===== src/rtl/core/afr_pkg.sv =====
`timescale 1ns / 1ps
// ---------------------------------------------------------------------------
// afr_pkg
// Shared types and constants for the affine rotate pixel fetch block.
// ---------------------------------------------------------------------------
package afr_pkg;

	localparam int MAX_WIDTH  = 256;
	localparam int MAX_HEIGHT = 256;

	localparam int COORD_W = 8;                 // pos_x / pos_y width
	localparam int COL_W   = $clog2(MAX_WIDTH);
	localparam int ROW_W   = $clog2(MAX_HEIGHT);
	localparam int ADDR_W  = COL_W + ROW_W;     // store address {row, col}
	localparam int DEPTH   = MAX_WIDTH * MAX_HEIGHT;
	localparam int DIM_W   = 9;                 // source_width / source_height
	localparam int COEF_W  = 32;
	localparam int PIX_W   = 32;
	localparam int HALF_W  = COORD_W + 1;       // 2*pos+1
	localparam int PROD_W  = COEF_W + HALF_W + 1;
	localparam int SUM_W   = PROD_W + 2;
	localparam int FRAC_W  = 17;                // sum is in units of 2^-17
	localparam int SRC_W   = SUM_W - FRAC_W;    // floored source coordinate

	localparam int CFG_IDX_W = 3;
	localparam logic [CFG_IDX_W-1:0] REG_COEF_XX  = 3'd0;
	localparam logic [CFG_IDX_W-1:0] REG_COEF_XY  = 3'd1;
	localparam logic [CFG_IDX_W-1:0] REG_OFFSET_X = 3'd2;
	localparam logic [CFG_IDX_W-1:0] REG_COEF_YX  = 3'd3;
	localparam logic [CFG_IDX_W-1:0] REG_COEF_YY  = 3'd4;
	localparam logic [CFG_IDX_W-1:0] REG_OFFSET_Y = 3'd5;
	localparam logic [CFG_IDX_W-1:0] REG_SRC_W    = 3'd6;
	localparam logic [CFG_IDX_W-1:0] REG_SRC_H    = 3'd7;

	localparam logic CMD_STORE = 1'b0;
	localparam logic CMD_FETCH = 1'b1;

	localparam logic [COEF_W-1:0] COEF_ONE   = 32'h0001_0000;
	localparam logic [DIM_W-1:0]  DIM_RESET  = 9'd256;
	localparam logic [7:0]        ALPHA_FULL = 8'd255;

	typedef struct packed {
		logic               command;
		logic [COORD_W-1:0] pos_x;
		logic [COORD_W-1:0] pos_y;
		logic [7:0]         chan0_in;
		logic [7:0]         chan1_in;
		logic [7:0]         chan2_in;
		logic [7:0]         chan3_in;
	} in_item_t;

	typedef struct packed {
		logic [7:0] chan0_out;
		logic [7:0] chan1_out;
		logic [7:0] chan2_out;
		logic [7:0] chan3_out;
		logic       outside;
	} out_item_t;

	// controller -> datapath
	typedef struct packed {
		logic capture;    // latch fetch coordinates
		logic store_we;   // write pixel of the accepted store request
		logic mul_en;
		logic sum_en;
		logic rd_en;
		logic out_load;
	} dp_cmd_t;

	function automatic logic [DIM_W-1:0] clamp_dim(input logic [DIM_W-1:0] v,
			input logic [DIM_W-1:0] lim);
		return (v > lim) ? lim : v;
	endfunction

endpackage


===== src/rtl/core/afr_ctrl.sv =====
`timescale 1ns / 1ps
// ---------------------------------------------------------------------------
// afr_ctrl
// Sequencer: accepts requests, steps a fetch through multiply, sum, store
// read and output load, and owns the output valid flag.
// ---------------------------------------------------------------------------
module afr_ctrl (
	input  logic            clk,
	input  logic            arst_n,
	input  logic            in_valid,
	output logic            in_ready,
	input  logic            in_cmd,
	output logic            out_valid,
	input  logic            out_ready,
	output afr_pkg::dp_cmd_t cmd
);
	import afr_pkg::*;

	localparam logic [2:0] ST_IDLE = 3'd0;
	localparam logic [2:0] ST_MUL  = 3'd1;
	localparam logic [2:0] ST_SUM  = 3'd2;
	localparam logic [2:0] ST_READ = 3'd3;
	localparam logic [2:0] ST_OUT  = 3'd4;

	logic [2:0] state_q, state_d;
	logic       out_valid_q;
	logic       accept;

	assign in_ready  = (state_q == ST_IDLE);
	assign accept    = in_valid && in_ready;
	assign out_valid = out_valid_q;

	always_comb begin
		state_d      = state_q;
		cmd          = '0;
		case (state_q)
			ST_IDLE: begin
				if (accept) begin
					if (in_cmd == CMD_FETCH) begin
						cmd.capture = 1'b1;
						state_d     = ST_MUL;
					end else begin
						cmd.store_we = 1'b1;
					end
				end
			end
			ST_MUL: begin
				cmd.mul_en = 1'b1;
				state_d    = ST_SUM;
			end
			ST_SUM: begin
				cmd.sum_en = 1'b1;
				state_d    = ST_READ;
			end
			ST_READ: begin
				cmd.rd_en = 1'b1;
				state_d   = ST_OUT;
			end
			ST_OUT: begin
				// wait for the output register to free up
				if (!out_valid_q || out_ready) begin
					cmd.out_load = 1'b1;
					state_d      = ST_IDLE;
				end
			end
			default: state_d = ST_IDLE;
		endcase
	end

	always_ff @(posedge clk or negedge arst_n) begin
		if (!arst_n) begin
			state_q     <= ST_IDLE;
			out_valid_q <= 1'b0;
		end else begin
			state_q <= state_d;
			if (cmd.out_load)
				out_valid_q <= 1'b1;
			else if (out_ready)
				out_valid_q <= 1'b0;
		end
	end

`ifndef ASSERT_OFF
	a_load_free: assert property (@(posedge clk) disable iff (!arst_n)
		cmd.out_load |-> (!out_valid_q || out_ready))
		else $error("output register overwritten while full");

	a_fetch_starts: assert property (@(posedge clk) disable iff (!arst_n)
		(accept && in_cmd == CMD_FETCH) |=> (state_q == ST_MUL))
		else $error("fetch request did not start the sequence");

	a_idle_quiet: assert property (@(posedge clk) disable iff (!arst_n)
		in_ready |-> !(cmd.mul_en || cmd.sum_en || cmd.rd_en || cmd.out_load))
		else $error("datapath busy while accepting requests");

	a_valid_src: assert property (@(posedge clk) disable iff (!arst_n)
		$rose(out_valid_q) |-> ($past(state_q) == ST_OUT))
		else $error("result raised outside the output step");
`endif

endmodule


===== config.mk =====
export PLATFORM = sky130hd
export DESIGN_NAME = afr_ctrl
export DESIGN_NICKNAME = d
export VERILOG_FILES = /design/src/rtl/core/afr_pkg.sv /design/src/rtl/core/afr_ctrl.sv
export SDC_FILE = /design/constraint.sdc
export NUM_CORES = 1
export LEC_CHECK = 0
export CAP_MARGIN = 25
export CORE_AREA = 2 2 39 41
export CTS_CLUSTER_SIZE = 14
export DETAILED_ROUTE_END_ITERATION = 10
export DIE_AREA = 0 0 41 43
export DONT_BUFFER_PORTS = 1
export PLACE_DENSITY = 0.32
export SLEW_MARGIN = 15
export SYNTH_ARGS = -nofsm -noshare
export SYNTH_HDL_FRONTEND = slang
export SYNTH_SLANG_ARGS = --single-unit

===== constraint.sdc =====
create_clock -name clk -period 1.57 [get_ports clk]
set_input_delay 0.471 -clock clk [delete_from_list [all_inputs] [get_ports clk]]
set_output_delay 0.471 -clock clk [all_outputs]
set_load 0.02 [all_outputs]

## Yosys cells after proc, flatten, opt, wreduce, memory -nomap -nowiden

Index checks and enable logic that the tools add are counted.

| operators by class | value |
|---|---|
| equality and inequality tests | 7 |
| muxes and demuxes | 15 |
| reductions and logical operators | 6 |

Operator list:

| operator | number |
|---|---|
| 3-bit case mux with 5 select lines | 1 |
| 1-bit 2-to-1 mux | 9 |
| 3-bit 2-to-1 mux | 3 |
| 3-bit by 2-bit == test with 1-bit output (second input constant) | 2 |
| 2-bit 2-to-1 mux | 2 |
| 2-bit by 1-bit inequality test with 1-bit output (second input constant) | 2 |
| 3-bit by 1-bit == test with 1-bit output (second input constant) | 1 |
| 3-bit == test (second input constant) | 1 |
| 3-bit zero test | 1 |
| 3-bit AND reduction | 1 |
| 2-bit inequality test (second input constant) | 1 |
| 2-bit nonzero test | 1 |
| 1-bit logical AND | 1 |
| 1-bit zero test | 1 |
| 1-bit logical OR | 1 |

| storage, ports and cells | value |
|---|---|
| register bits after elaboration | 4 |
| bits of input ports | 5 |
| output and inout bits | 8 |

## Logic depth before layout (Yosys ltp)

Gate-level depths: netlist (run 1).

| depth | value |
|---|---|
| depth after elaboration | 5 |
| mapped depth | 2 |

## Worst setup path before layout (run 1)

Ideal clock, no wire load.

| timing | value |
|---|---|
| path kind | reg-to-output |
| from | register state_q[2] |
| to | output port cmd[4] (netlist name) |
| arrival time | 1.372 ns |
| data required time | 1.099 ns |
| setup slack | -0.273 ns |
| stages on the path, launching flop included | 3 |
| buffers on the path | 0 |
| cell sequence | dfrtp_1 > nor3_1 > and3b_1 |

RTL lines:

| item | RTL line | source |
|---|---|---|
| from (decl) | afr_ctrl.sv:25 | `logic [2:0] state_q, state_d;` |
| from (signal assigned) | afr_ctrl.sv:75 | `state_q <= state_d;` |
| to (decl) | afr_ctrl.sv:15 | `output afr_pkg::dp_cmd_t cmd` |

==> flow_summary.yaml, run 1 <==
critical_path:
  crit_fanout: 3
  r2r.worst_path.cells: 4
  crit_chain: "or3b_4 -> nor2b_4"
  slowest_delay_ns: 0.43
  worst_path_max_delay_cell: "or3b_4"
  crit_path_start_kind: "flip-flop"
  cp_data_required_time_ns: 1.10
  path_buf_inv: 0
  endpoint_kind: "primary output"
  critPathKind: "flip-flop to primary output"
  path_depth: 2
  r2r_setup_slack_ns: 0.37
  reg2reg_to: "state_q[2]"
  arrival_ns: 1.22
  rr_startpoint: "state_q[1]"
  crit_family: "simple AND/OR/NAND/NOR gates"
drt:
  vias_per_cell: 4.06
  routedWlPerCell_um: 10.4
  drc: 0
  ant_nets: 0
  vias: 207
  dr.first_iter.drc_count: 2
  drt-total-wl_um: 532
  drt_pass1_iterations: 2
synth:
  yosys_warnings: 0
  synth_seq_area_share_pct: 48.2
  netlist_area_um2: 208
  syn-num-nets: 24
  syn_inst: 19
  ys_ff_latch: 4
  yosysUniqueCellTypes: 13
  avgSynthCellArea_um2: 10.9
floorplanning:
  start_util_pct: 15.0
  chipWidth_um: 41
  dieArea_mm2: 0.00176
  rows: 14
  coreArea_mm2: 0.00138
  ios: 13
  fp.dieH_um: 43
layout:
  diodes: 0
  final_nets: 42
  final_cell_mix: "buf_4 (7), buf_6 (5), dfrtp_1 (4)"
  final_common_cell: "buf_4"
  drive_above_1_share_pct: 62.9
  area_delta_synth_final_pct: 87.3
  stdcell_count: 51
  fillers: 160
sta:
  tightest_slew_ns: 0.189
  hold_ws_ns: 0.455
  drv_slew: 0
  fin_crit_sh_pct: 107
  relSlewSlack_pct: 87.4
  rsz0062_at_grt: "true"
  fmax_mhz: 593
  fin_worst_skew_ns: 0.00504
  fin_tns_setup_ns: -0.416
  setup_ws_ns: -0.118
  hold_violations: 0
  final-setup-viol-count: 5
  fin_crit_ns: 1.69
outcome:
  status: "finished, violations left"
  violations: "negative setup slack"
clock_network:
  insertion_delay_ns: 0.24
  numCtsBuffers: 3
  cts.reportedPaths.clkPinSlew_ns: 0.03
  clock_path_buffers: 2
  ctsHtreeMaxLevel: 1
  cts_sinks: 4
  cts_root_buffer: "clkbuf_4"
  cts_tree: "done"
placement:
  port_buffers: 0
  place_congestion: 0.695
  hpwl_um: 358
  dp.cells: 42
pwr:
  power_frac_seq_pct: 19.6
  internal_power_w: 0.000559
  p_clk_share_pct: 14.0
  p_leak_nw: 0.196
  p_switching_w: 0.000351
  swShare_pct: 38.6
  combPwrFrac_pct: 66.5
  total_power_w: 0.000910
  vdd_drop_max_mv: 0.777
  powerDensity_mw_per_mm2: 2340
grt:
  grt_util_met2_pct: 9.38
  busiest_layer: "met4"
  grtUsageMet3_pct: 2.09
  grt_pass1_wl_um: 800
  met1_usage_pct: 7.44
  grt_pass1_vias: 210
  antenna_found_initial: 0
  grtUsageTotal_pct: 7.24
  grt-ovfl-total: 0
  grt_max_degree: 7
min_path:
  whs_path_depth: 2
  worstHoldStart: "in_valid"
  worstHoldEndpoint: "state_q[0]"
  min_path_type: "primary input to flip-flop"
flow_run:
  maxCapViolCount: 0
==> power by group through the flow <==
stage          clock [W]  sequential [W]  combinational (W)
6_report        0.000127        0.000178           0.000605
5_1_grt         0.000140        0.000185           0.000652
4_1_cts         0.000135        0.000174           0.000544
3_5_place_dp           0        0.000173           0.000460
3_3_place_gp           0        0.000175           0.000462
2_1_floorplan          0        0.000233           0.000233
==> per-stage QoR <==
| stage | area (µm²) | util (%) | setup slack (ns) |
|---|---|---|---|
| final | 389 | 28.1 | -0.118 |
| after global routing | 389 | 28.1 | -0.155 |
| after CTS | 354 | 25.6 | -0.131 |
| after detailed placement | 292 | 21.1 | 0.0819 |
| after global placement | 292 | 21.1 | 0.0862 |
| after floorplan | 219 | - | 0.00122 |
==> metal layers <==
metal  vias up  wire (µm)
li1         99          -
met1        99        195
met2         9        295
met3         0         41
met4         0          0
met5         -          0
==> timing repair <==
action                                  in CTS  in global routing
resized for setup                            5                  4
endpoints found under the setup margin       7                  7
buffers inserted                             2                  3
hold endpoints to repair                     4                  0
pin swaps                                    2                  2
hold buffers                                 1                  0
==> logic make-up (layout without fill, tap and decap cells) <==
kind of cell,after synthesis,in the layout,share of synthesized area (%)
flip-flops,4,4,48.2
AND/OR/NAND/NOR,12,12,39.8
XOR/XNOR,1,1,4.22
AO/OA/AOI/OAI,2,2,7.83
buffers and inverters,0,16,0
==> synth_stat cells, drive strengths merged <==
| library cell | count | area share (%) |
|---|---|---|
| nor3b | 2 | 7.2 |
| nor2 | 1 | 1.8 |
| nand2 | 1 | 1.8 |
| or3b | 1 | 5.4 |
| and3b | 2 | 8.4 |
| o21bai | 1 | 5.4 |
| nand2b | 1 | 3.0 |
| a21oi | 1 | 2.4 |
| dfrtp | 4 | 48 |
| nor2b | 1 | 4.2 |
| xnor2 | 1 | 4.2 |
| nor3 | 2 | 4.8 |
| and3 | 1 | 3.0 |
==> worst max-delay path by stage <==
stage | startpoint | endpoint | slack (ns)
global placement | state_q[2] | cmd[4] | 0.09
detailed placement | state_q[0] | cmd[0] | 0.08
CTS | state_q[1] | cmd[4] | -0.13
floorplan | state_q[0] | cmd[0] | 0.001
finish | state_q[0] | cmd[0] | -0.12
global route | state_q[2] | cmd[4] | -0.15
==> flip-flops by register name (all words and copies together), names as in the netlist <==
| register | flops |
|---|---|
| state_q | 3 |
| out_valid | 1 |
==> area by class of cell <==
type                       instances  area [µm²]  share of cell area [%]
tap                               16        20.0                    5.14
clock buffer                       3        22.5                    5.79
sequential                         4         100                    25.7
timing repair buffer              13         119                    30.5
multi-input combinational         15         128                    32.8
Note: power is estimated with default switching activity, not from simulation.
==> inputs of run 2 (changes only) <==
--- a/config.mk
+++ b/config.mk
@@ -5,13 +5,14 @@
 export SDC_FILE = /design/constraint.sdc
 export NUM_CORES = 1
 export LEC_CHECK = 0
+export BUFFER_PORTS_ARGS = -buffer_cell sky130_fd_sc_hd__buf_2
 export CAP_MARGIN = 25
 export CORE_AREA = 2 2 39 41
+export CTS_BUF_LIST = sky130_fd_sc_hd__clkbuf_4 sky130_fd_sc_hd__clkbuf_8
 export CTS_CLUSTER_SIZE = 14
 export DETAILED_ROUTE_END_ITERATION = 10
 export DIE_AREA = 0 0 41 43
-export DONT_BUFFER_PORTS = 1
-export PLACE_DENSITY = 0.32
+export PLACE_DENSITY = 0.41
 export SLEW_MARGIN = 15
 export SYNTH_ARGS = -nofsm -noshare
 export SYNTH_HDL_FRONTEND = slang
==> flow_summary.yaml, run 2 (synthesized netlist as in run 1, its figures left out) <==
critical_path:
  endpoint_kind: "primary output"
  crit_path_start_kind: "flip-flop"
  cp_data_required_time_ns: 1.10
  path_depth: 3
  reg2reg_to: "state_q[2]"
  arrival_ns: 1.27
  slowest_delay_ns: 0.40
  r2r_setup_slack_ns: 0.52
  crit_fanout: 3
  worst_path_max_delay_cell: "or3b_4"
  crit_chain: "or3b_4 -> nor2b_2 -> buf_6"
  r2r.worst_path.cells: 3
  critPathKind: "flip-flop to primary output"
  rr_startpoint: "state_q[1]"
  crit_family: "simple AND/OR/NAND/NOR gates"
  path_buf_inv: 1
grt:
  antenna_found_initial: 0
  grt_max_degree: 7
  grt_pass1_vias: 202
  grtUsageTotal_pct: 8.08
  grt_pass1_wl_um: 876
  grt-ovfl-total: 0
sta:
  hold_violations: 0
  rsz0062_at_grt: "true"
  fin_crit_sh_pct: 111
  drv_slew: 0
  tightest_slew_ns: 0.172
  final-setup-viol-count: 7
  relSlewSlack_pct: 88.4
  fin_worst_skew_ns: 0.00295
  setup_ws_ns: -0.174
  fmax_mhz: 573
  fin_crit_ns: 1.74
placement:
  pre_cts_ws_ns: 0.0483
  dpl-instance-area_um2: 329
  hpwl_um: 402
  dp.cells: 51
  port_buffers: 12
  place_congestion: 0.622
floorplanning:
  fp.dieH_um: 43
  ios: 13
  start_util_pct: 15.0
  dieArea_mm2: 0.00176
  chipWidth_um: 41
  coreArea_mm2: 0.00138
  rows: 14
drt:
  vias: 223
  routedWlPerCell_um: 10.0
  vias_per_cell: 4.05
  drt_pass1_iterations: 1
  dr.first_iter.drc_count: 0
  drt-total-wl_um: 551
  drc: 0
  ant_nets: 0
clock_network:
  cts_sinks: 4
  cts.reportedPaths.clkPinSlew_ns: 0.04
  hold_buffers: 0
  insertion_delay_ns: 0.23
  numCtsBuffers: 3
  cts_tree: "done"
  ctsHtreeMaxLevel: 1
  clock_path_buffers: 2
  cts_root_buffer: "clkbuf_4"
layout:
  final_cell_mix: "buf_6 (6), buf_4 (6), buf_2 (5)"
  multiInputGateArea_um2: 130
  final_nets: 46
  fin_area_um2: 410
  regArea_um2: 100
  stdcell_count: 55
  area_delta_synth_final_pct: 97.6
  fillers: 150
  diodes: 0
  drive_above_1_share_pct: 69.2
  largest_register_ffs: 3
  largest_register: "state_q"
pwr:
  p_clk_share_pct: 14.5
  powerDensity_mw_per_mm2: 2130
  internal_power_w: 0.000525
  total_power_w: 0.000876
  p_leak_nw: 0.213
  swShare_pct: 40.0
  vdd_drop_max_mv: 0.859
  power_frac_seq_pct: 20.5
  combPwrFrac_pct: 64.9
  p_switching_w: 0.000350
flow_run:
  maxCapViolCount: 0
min_path:
  min_path_type: "primary input to async pin"
outcome:
  status: "finished, violations left"
  violations: "negative setup slack"
[run 2: metal layers]
| metal | up-vias | wire length [µm] | global-route usage (%) |
|---|---|---|---|
| li1 | 110 | - | - |
| met1 | 100 | 252 | 8.85 |
| met2 | 13 | 220 | 9.69 |
| met3 | 0 | 78 | 6.81 |
| met4 | 0 | 0 | 6.00 |
| met5 | - | 0 | 0 |
[run 2: worst max-delay path by stage]
stage | from | to | slack, ns
global route | state_q[0] | cmd[5] | -0.23
CTS | state_q[0] | cmd[0] | -0.19
detailed placement | state_q[0] | cmd[0] | 0.05
finish | state_q[1] | cmd[0] | -0.17
global placement | state_q[0] | cmd[0] | 0.07
floorplan | state_q[0] | cmd[0] | 0.001
[run 2: what timing repair did]
action	CTS	global route
gates cloned	0	0
resized for setup	13	3
setup endpoints to repair	7	7
endpoints found under the hold margin	0	0
pin swaps	1	1
buffers inserted	0	1
[run 2: stage by stage]
step                utilization (%)  TNS (ns)  hold WS (ns)
finish                         29.7    -0.753        0.0321
global route                   29.7     -1.20        0.0155
global placement               23.8         0         0.279
detailed placement             23.8         0         0.280
floorplan                         -         0         0.175
CTS                            28.5    -0.645        0.0245
[run 2: power groups by stage]
stage	Clock (W)	Sequential, W	Combinational, W
detailed placement	0	0.000173	0.000465
floorplan	0	0.000233	0.000233
CTS	0.000136	0.000177	0.000543
global placement	0	0.000172	0.000460
global route	0.000147	0.000185	0.000609
finish	0.000127	0.000180	0.000569
[run 2: layout make-up]
class                      instances  area share (%)
sequential                         4            24.4
tap                               16            4.88
timing repair buffer              17            33.5
clock buffer                       3            5.49
multi-input combinational         15            31.7
[run 2: worst register-to-register path, cell delays in order (launching register included)]
cell,delay (ns)
dfrtp_1,0.39
buf_6,0.14
and3b_2,0.22
o21bai_2,0.18
==> inputs of run 3 (changes only) <==
--- a/config.mk
+++ b/config.mk
@@ -13,6 +13,7 @@
 export DETAILED_ROUTE_END_ITERATION = 10
 export DIE_AREA = 0 0 41 43
 export PLACE_DENSITY = 0.41
+export REMOVE_ABC_BUFFERS = 1
 export SLEW_MARGIN = 15
 export SYNTH_ARGS = -nofsm -noshare
 export SYNTH_HDL_FRONTEND = slang
==> flow_summary.yaml, run 3 (synthesized netlist as in run 1, its figures left out) <==
layout:
  final_common_cell: "buf_4"
  area_delta_synth_final_pct: 99.4
  diodes: 0
  fin_area_um2: 414
  final_cell_mix: "buf_4 (8), buf_2 (5), buf_6 (5)"
  largest_register: "state_q"
  final_nets: 47
  largest_register_ffs: 3
  drive_above_1_share_pct: 70.0
sta:
  final-setup-viol-count: 6
  hold_ws_ns: 0.0306
  setup_ws_ns: -0.203
  tightest_slew_ns: 0.197
  fin_worst_skew_ns: 0.00253
  rsz0062_at_grt: "true"
  fin_tns_setup_ns: -0.634
  fin_crit_sh_pct: 113
  relSlewSlack_pct: 86.8
  fmax_mhz: 564
  hold_violations: 0
  drv_slew: 0
  fin_crit_ns: 1.77
pwr:
  vdd_drop_max_mv: 1.06
  powerDensity_mw_per_mm2: 2160
  p_leak_nw: 0.216
clock_network:
  cts_root_buffer: "clkbuf_4"
  clock_path_buffers: 2
  numCtsBuffers: 3
  cts_tree: "done"
  insertion_delay_ns: 0.24
  cts.reportedPaths.clkPinSlew_ns: 0.04
  ctsHtreeMaxLevel: 1
  cts_sinks: 4
  hold_buffers: 0
critical_path:
  cp_data_required_time_ns: 1.10
  crit_path_start_kind: "flip-flop"
  path_buf_inv: 1
  crit_fanout: 3
  arrival_ns: 1.30
  path_depth: 3
  crit_chain: "or3b_4 -> nor2b_2 -> buf_6"
  endpoint_kind: "primary output"
  crit_family: "simple AND/OR/NAND/NOR gates"
  critPathKind: "flip-flop to primary output"
  slowest_delay_ns: 0.41
  r2r.worst_path.cells: 3
  worst_path_max_delay_cell: "dfrtp_1"
floorplanning:
  dieArea_mm2: 0.00176
  chipWidth_um: 41
  ios: 13
  start_util_pct: 15.0
  rows: 14
  fp.dieH_um: 43
  coreArea_mm2: 0.00138
drt:
  vias_per_cell: 4.20
  dr.first_iter.drc_count: 1
  routedWlPerCell_um: 10.5
  drt_pass1_iterations: 2
  ant_nets: 0
  vias: 235
  drt-total-wl_um: 588
  drc: 0
placement:
  hpwl_um: 410
  port_buffers: 12
  dpl-instance-area_um2: 318
  place_congestion: 0.592
outcome:
  violations: "negative setup slack"
  status: "finished, violations left"
flow_run:
  maxCapViolCount: 0
grt:
  grtUsageTotal_pct: 8.26
  grt-ovfl-total: 0
  grt_max_degree: 6
  antenna_found_initial: 0
  grt_pass1_wl_um: 883
  grt_pass1_vias: 227
min_path:
  min_path_type: "primary input to async pin"
## run 3: final cells by class
class                   instances  area [µm²]
flip-flops and latches          4         101
repair buffers                 18         141
clock buffers                   3        22.5
fillers                       144         970
multi-input cells              15         129
well taps                      16        20.0
## run 3: where the power goes
group	switching, W	internal [W]	total (W)
combinational	0.000265	0.000302	0.000567
sequential	0.0000483	0.000152	0.000200
clock	0.0000425	0.0000855	0.000128
## run 3: path summary, 6_finish.rpt
path / slack [ns] / end / startpoint
max: -0.20 / cmd[0] / state_q[0]
min: 0.03 / out_valid / arst_n
max reg2reg: 0.43 / state_q[2] / state_q[0]
min reg2reg: 0.61 / state_q[0] / state_q[2]
max in group asynchronous: 1.41 / state_q[2] / arst_n
min in group clk: 0.55 / state_q[0] / in_valid
## run 3: per-layer routing
metal	track usage, %	vias to the layer above	wire [µm]
met5	0	-	0
met4	2.00	0	0
met3	9.42	0	102
met2	11.3	16	256
met1	8.12	110	229
li1	-	109	-
## run 3: per-stage QoR
| stage | std cells | worst slack (ns) | total power [W] | utilization, % |
|---|---|---|---|---|
| after floorplan | 19 | -0.273 | 0.000436 | - |
| after global placement | 51 | 0.0534 | 0.000601 | 23.0 |
| after detailed placement | 51 | 0.0338 | 0.000607 | 23.0 |
| after CTS | 56 | -0.198 | 0.000838 | 27.9 |
| after global routing | 56 | -0.236 | 0.000960 | 29.9 |
| final | 56 | -0.203 | 0.000895 | 29.9 |
## run 3: repair_timing
item,in CTS,in global routing
setup endpoints to repair,7,7
hold endpoints to repair,0,0
gates resized for setup,9,8
buffers inserted,2,1
cloned,0,0
pin swaps,1,3
